**src/design/swcm_pkg.sv**
```systemverilog
// -----------------------------------------------------------------------------
// swcm_pkg
// Shared constants and types for the spherical warp coordinate map unit.
// -----------------------------------------------------------------------------
package swcm_pkg;

    localparam int COORD_BITS_DEF = 12;
    localparam int XY_W           = 12;
    localparam int IDX_W          = 3;
    localparam int REG_W          = 48;

    localparam int DIV1_NUM_W = 41;
    localparam int DIV1_DEN_W = 16;
    localparam int DIV2_NUM_W = 54;
    localparam int DIV2_DEN_W = 33;

    localparam logic [IDX_W-1:0] REG_FOCAL = 3'd0;
    localparam logic [IDX_W-1:0] REG_K1    = 3'd1;
    localparam logic [IDX_W-1:0] REG_K2    = 3'd2;
    localparam logic [IDX_W-1:0] REG_ROT0  = 3'd3;
    localparam logic [IDX_W-1:0] REG_ROT1  = 3'd4;
    localparam logic [IDX_W-1:0] REG_ROT2  = 3'd5;
    localparam logic [IDX_W-1:0] REG_SRC   = 3'd6;
    localparam logic [IDX_W-1:0] REG_DST   = 3'd7;

    localparam logic [15:0] FOCAL_RST = 16'd16000;
    localparam logic [47:0] ROT0_RST  = 48'd16384;
    localparam logic [47:0] ROT1_RST  = 48'd1073741824;
    localparam logic [47:0] ROT2_RST  = 48'd70368744177664;

    localparam logic [1:0] QUAD_0 = 2'd0;
    localparam logic [1:0] QUAD_1 = 2'd1;
    localparam logic [1:0] QUAD_2 = 2'd2;
    localparam logic [1:0] QUAD_3 = 2'd3;

    // radians to fraction of a turn, Q32
    localparam logic [29:0] TURN_SCALE = 30'd683565276;

    // odd Taylor coefficients of sin(pi/2 t), Q30, innermost first
    localparam logic [31:0] QS_C [6] = '{
        32'd3864, 32'd172272, 32'd5026995,
        32'd85569306, 32'd693598668, 32'd1686629713
    };

    typedef struct packed {
        logic signed [27:0] px;
        logic signed [27:0] py;
        logic               sat;
        logic               bad;
    } t_carry;

endpackage

```
**src/design/swcm_div.sv**
```systemverilog
// -----------------------------------------------------------------------------
// swcm_div
// Pipelined unsigned restoring divider, one quotient bit per stage.
// -----------------------------------------------------------------------------
module swcm_div #(
    parameter int NUM_W = swcm_pkg::DIV1_NUM_W,
    parameter int DEN_W = swcm_pkg::DIV1_DEN_W
) (
    input  logic             i_clk,
    input  logic             i_en,
    input  logic [NUM_W-1:0] i_num,
    input  logic [DEN_W-1:0] i_den,
    output logic [NUM_W-1:0] o_quo
);

    logic [NUM_W-1:0] r_a [NUM_W];
    logic [DEN_W-1:0] r_r [NUM_W];
    logic [DEN_W-1:0] r_d [NUM_W];

    for (genvar k = 0; k < NUM_W; k++) begin : g_stage
        logic [NUM_W-1:0] w_ai;
        logic [DEN_W-1:0] w_ri;
        logic [DEN_W-1:0] w_di;
        logic [DEN_W:0]   w_t;
        logic             w_ge;
        logic [NUM_W-1:0] n_a;
        logic [DEN_W-1:0] n_r;

        if (k == 0) begin : g_first
            assign w_ai = i_num;
            assign w_ri = '0;
            assign w_di = i_den;
        end else begin : g_next
            assign w_ai = r_a[k-1];
            assign w_ri = r_r[k-1];
            assign w_di = r_d[k-1];
        end

        assign w_t  = {w_ri, w_ai[NUM_W-1]};
        assign w_ge = (w_t >= {1'b0, w_di});
        assign n_r  = w_ge ? DEN_W'(w_t - {1'b0, w_di}) : w_t[DEN_W-1:0];
        assign n_a  = {w_ai[NUM_W-2:0], w_ge};

        always_ff @(posedge i_clk) begin
            if (i_en) begin
                r_a[k] <= n_a;
                r_r[k] <= n_r;
                r_d[k] <= w_di;
            end
        end
    end

    assign o_quo = r_a[NUM_W-1];

endmodule

```
**config.mk**
```make
export PLATFORM = sky130hd
export DESIGN_NAME = swcm_div
export DESIGN_NICKNAME = d
export VERILOG_FILES = /design/src/design/swcm_pkg.sv /design/src/design/swcm_div.sv
export SDC_FILE = /design/constraint.sdc
export NUM_CORES = 2
export LEC_CHECK = 0
export BUFFER_PORTS_ARGS = -buffer_cell sky130_fd_sc_hd__buf_2
export CORE_UTILIZATION = 50
export CTS_BUF_LIST = sky130_fd_sc_hd__clkbuf_4 sky130_fd_sc_hd__clkbuf_8
export CTS_CLUSTER_SIZE = 12
export DETAILED_ROUTE_END_ITERATION = 10
export GPL_TIMING_DRIVEN = 1
export HOLD_SLACK_MARGIN = 0.02
export PLACE_DENSITY = 0.68
export SYNTH_ARGS = -nofsm -noshare
export SYNTH_HDL_FRONTEND = slang
export SYNTH_SLANG_ARGS = --single-unit
```
**constraint.sdc**
```tcl
create_clock -name i_clk -period 3.2 [get_ports i_clk]
set_input_delay 0.16 -clock i_clk [delete_from_list [all_inputs] [get_ports i_clk]]
set_output_delay 0.16 -clock i_clk [all_outputs]
set_load 0.01 [all_outputs]
```
Word-level counts from Yosys, hierarchy flattened
Memories as Yosys holds them, arrays and structs flattened.
Cells that the tools add are included.
{"block": "word_totals", "register_bits": 0, "ram_bits": 2993, "input_bits": 59, "mem_count": 3}
{"memory": "r_a", "depth": 41, "word_bits": 41, "read_ports": 41, "rd_clocked_by_memory_dff": 0, "write_ports": 41, "line": "swcm_div.sv:16", "source": "logic [NUM_W-1:0] r_a [NUM_W];"}
{"memory": "r_d", "depth": 41, "word_bits": 16, "read_ports": 40, "rd_clocked_by_memory_dff": 0, "write_ports": 41, "line": "swcm_div.sv:18", "source": "logic [DEN_W-1:0] r_d [NUM_W];"}
{"memory": "r_r", "depth": 41, "word_bits": 16, "read_ports": 40, "rd_clocked_by_memory_dff": 0, "write_ports": 41, "line": "swcm_div.sv:17", "source": "logic [DEN_W-1:0] r_r [NUM_W];"}
{"block": "op_classes", "add_sub_neg": 41, "magnitude_cmp": 41, "muxes": 43}
{"op": "$ge 17x16->1", "n": 40}
{"op": "$mux 16", "n": 41}
{"op": "$sub 16x16->16", "n": 40}
{"op": "$ge 1x16->1", "n": 1}
{"op": "$sub 1x16->16", "n": 1}
{"op": "$mux 1", "n": 2}

Depth between registers and ports, before layout
An unclocked memory read counts as a cell.
{"block": "logic_depth", "ltp_word": 3, "ltp_mapped": 13, "mapped_depth_nobuf": 12}

Least setup slack after synthesis
Ideal clock, no wire load.
{"block": "synth_timing", "kind": "flip-flop to flip-flop", "start": "memory r_r[0][103] in the netlist's numbering", "end": "memory r_r[0][121] in the netlist's numbering, data pin", "arrival_time_ps": 2978, "required_ps": 2940, "path_slack_ps": -38, "path_stages_with_launch": 13, "n_path_buf": 2, "period_less_slack_ps": 3238, "cell_sequence": "edfxtp_1 -> ha_1 -> clkbuf_1 -> and3_1 -> and3_1 -> o211ai_1 -> and3b_1 -> nor3b_1 -> o21a_1 -> or3_1 -> a41oi_2 -> buf_6 -> mux2_2"}
{"element": "start: declaration", "line": "swcm_div.sv:17"}

==> flow_summary_export.csv <==
group,metric,value,unit
timing,setup_viol,28,
floorplanning,die_x,503.6,µm
timing,fin_skew,123.4,ps
synthesis,ys_seq_elements,2961,
routing,drt_iter0_drc,3916,
placement,dpl.hpwl,153600,µm
routing,wirelength,230500,µm
placement,dp.cells,12060,
grt,grt_pass1_vias,68653,
floorplanning,dieArea,0.2537,mm²
floorplanning,core_area,0.2493,mm²
power_and_ir_drop,power_frac_seq,0.411,
timing,tightest_slew,767.4,ps
synthesis,async_flop_share,0,
cts,root_buffer,"clkbuf_8",
flow_run,max_cap_violations,0,
power_and_ir_drop,internal-power,93.51,mW
finish,area.growth.synth_to_final,16.95,%
grt,grt_max_degree,127,
routing,viasPerCell,5.220,
power_and_ir_drop,p_comb_frac,0.361,
finish,register_area,0.08892,mm²
timing,hold_violations,0,
routing,via_count,68475,
timing,fin_hold_ws,257.6,ps
synthesis,dominantRegCellSynth,"edfxtp_1",
power_and_ir_drop,swShare,0.3138,
finish,fillCellCount,19118,
placement,place.gp.congestion,0.9104,
cts,cts_buffers,478,
synthesis,synthDistinctLibCells,84,
power_and_ir_drop,p_total,136.3,mW
routing,wire_per_inst,17.57,µm
grt,grt_pass1_wl,360800,µm
power_and_ir_drop,power_density,926.1,mW/mm²
synthesis,syn_avg_cell_area,15.20,µm²
finish,final_nets,10166,
outcome,violations,"negative setup slack",
synthesis,synth_warnings,0,
cts,path_clk_slew,60,ps
setup_path,crit_arrival,4140,ps
cts,clock_sink_count,2961,
routing,dr.pass1.iters,5,
cts,htreeDepth,5,
setup_path,critPathKind,"register to register",
grt,grtUsageTotal,0.1784,
setup_path,cp_top_family,"compound AO/OA/AOI/OAI gates",
timing,slew_headroom,0.4884,
power_and_ir_drop,leakage,56.85,nW
timing,fin_ws,-126.0,ps
setup_path,start_kind,"register",
floorplanning,initial_core_util,0.5046,
placement,io_buffers,99,
synthesis,ys_seq_area_frac,0.7067,
synthesis,synth_edf_count,2961,
timing,finalSetupTns,-1683,ps
setup_path,worstPathRequired,4010,ps
setup_path,critPathCaptureType,"register",
grt,grt.overflow.total,0,
setup_path,max_stage_delay,410,ps
hold_path,worstHoldPathType,"input port to register",
floorplanning,rows,183,
synthesis,syn-cell-area,0.1258,mm²
placement,post_dp_cell_area,0.1342,mm²
timing,finalMaxSlewViolations,0,
floorplanning,ios,100,
cts,clock_latency,1120,ps
power_and_ir_drop,switchingPower,42.77,mW
timing,post-route-period-util,1.039,
finish,final_cells,13119,
finish,multiInputGateArea,0.03510,mm²
routing,ant_nets,0,
power_and_ir_drop,vdd_drop_max,477.3,µV
synthesis,synth_fp_nets,9017,
timing,fin_crit,3326,ps
synthesis,syn_inst,8277,
power_and_ir_drop,p_clk_frac,0.227,
timing,fmax,0.3007,GHz
outcome,status,"finished with violations",
finish,final_area,0.1472,mm²
grt,antenna_found_initial,4,
floorplanning,die_y,503.6,µm
setup_path,path_max_fanout,15,
routing,drcViolationCount,0,
setup_path,worst-path-buf-inv,2,
timing,grt_setup_unrepaired,"true",
cts,cts_tree,"yes",
finish,final_layout_size_suffix_gt1_frac,0.2023,
cts,cts_buffer_depth,4,
setup_path,crit_slowest_cell,"edfxtp_1",
setup_path,critical_path.cell_chain,"inv_2 > ha_4 > nor2b_4 > o31a_1 > or3_4 > a21oi_4 > a21oi_2 > a221o_1 > a41o_1 > a211o_1 > buf_12 > mux2_4",
==> synth_stat cells (all sizes together) (15+ instances only) <==
library cell  count  area (µm²)
a2111oi          15       141.4
o21a             81       608.1
xnor2           311        2724
edfxtp         2961       88920
inv             823        3089
clkbuf           61       229.0
nor2            390        1464
nor3            108       608.1
nand3            84       420.4
nand2b           74       462.9
and2             15       93.84
or3              36       225.2
a211o            25       219.0
o211ai           15       112.6
buf              26       193.9
nand2           352        1321
nor2b           116       733.2
o31a             36       315.3
a21boi           34       255.2
nand4            83       519.3
a21o            148        1111
o31ai            34       255.2
fa               39       780.8
o21ai           385        1927
a31oi            45       300.3
a21oi           434        2183
ha              642        8033
a211oi           42       347.8
o21bai           39       292.8
a31o             17       148.9
mux2i            58       580.6
mux2            341        3859
nor4             44       275.3
o41ai            23       201.4
xor2            149        1305
o311ai           17       148.9
and3             41       256.5
==> kinds of logic (layout without fill, tap and decap cells) <==
logic type	count (synthesis)	in the layout	synth area share
flops	2961	2961	0.7067
mux	399	399	0.03528
xor+xnor	460	460	0.03202
buf+inv	910	2416	0.02791
simple gates	1400	1400	0.05422
other cells	0	6	0
compound gates	1466	1466	0.07385
fa+ha+maj	681	681	0.07005
==> layout by cell type (no fill, tap or decap), types with 40 or more instances in the layout <==
master / synthesis / routed
inv_1: 823 / 806
xor2_1: 149 / 149
xnor2_1: 311 / 311
clkbuf_8: 0 / 480
clkinv_1: 0 / 116
clkbuf_4: 0 / 136
clkinv_2: 0 / 72
ha_1: 642 / 600
edfxtp_1: 2961 / 2961
nand3_1: 84 / 78
mux2_2: 336 / 268
a21oi_1: 431 / 387
a21o_1: 148 / 148
nand4_1: 83 / 83
nand2b_1: 74 / 74
nand2_1: 352 / 345
buf_12: 1 / 58
buf_4: 8 / 448
nor2b_1: 115 / 110
a31oi_1: 42 / 40
dlygate4sd3_1: 0 / 116
o21ai_0: 378 / 343
o21a_1: 81 / 81
buf_2: 10 / 99
nor2_1: 390 / 381
mux2i_1: 58 / 52
nor3_1: 102 / 102
and3_1: 41 / 40
mux2_4: 5 / 73
==> tightest hold or removal path: cells and delay by family <==
kind | cells | cell delay, ps
compound gates | 1 | 160
buf+inv | 2 | 610
simple gates | 2 | 340
==> layer usage <==
layer	track usage	routed length, µm
met5	0	0
met4	0.06718	7275
met3	0.02936	9324
met2	0.2923	109900
met1	0.2392	104000
==> what timing repair did <==
item                                     CTS  global route
cloned                                     2            16
endpoints found under the hold margin   2401             0
setup buffers                             10            73
pin swaps                                 20           108
endpoints found under the setup margin   171           452
gates resized for setup                   46           351
hold buffers                             116             0
==> power groups by stage <==
stage	clock network, mW	logic, mW	registers (mW)
2_1_floorplan	0	32.4	54.7
3_3_place_gp	0	43.7	56.6
3_5_place_dp	0	44.7	56.6
4_1_cts	32.2	45.6	56.0
5_1_grt	33.8	54.1	56.6
6_report	31.0	49.2	56.1
==> stage by stage <==
stage,utilization,setup WS [ps]
global placement,0.5382,-122.7
floorplan,-,-27.29
detailed placement,0.5382,-147.1
global route,0.5901,-231.4
CTS,0.5805,-155.8
finish,0.5902,-126.0
==> layout make-up <==
class                      instances  area share
sequential                      2961      0.6042
clock inverter                   222    0.009812
tap                             3330     0.02831
antenna                            6   0.0001020
clock buffer                     615     0.05178
multi-input combinational       4406      0.2385
timing repair buffer             756     0.04622
inverter                         823     0.02099
==> state kept, by name, summed over array words and instances, names as in the netlist <==
register  flops
r_a        1681
r_d         640
r_r         640
==> path summary, 6_finish.rpt <==
kind              cells past startpoint  slack, ps           to        start
hold reg to reg                       0        350  r_a[2][179]  r_a[2][137]
setup reg to reg                     12       -130   r_r[0][46]   r_d[0][17]
setup / recovery                     12       -130   r_r[0][46]   r_d[0][17]
hold / removal                        5        260    r_r[0][9]     i_den[8]
Power figures use the tool's default switching activity.
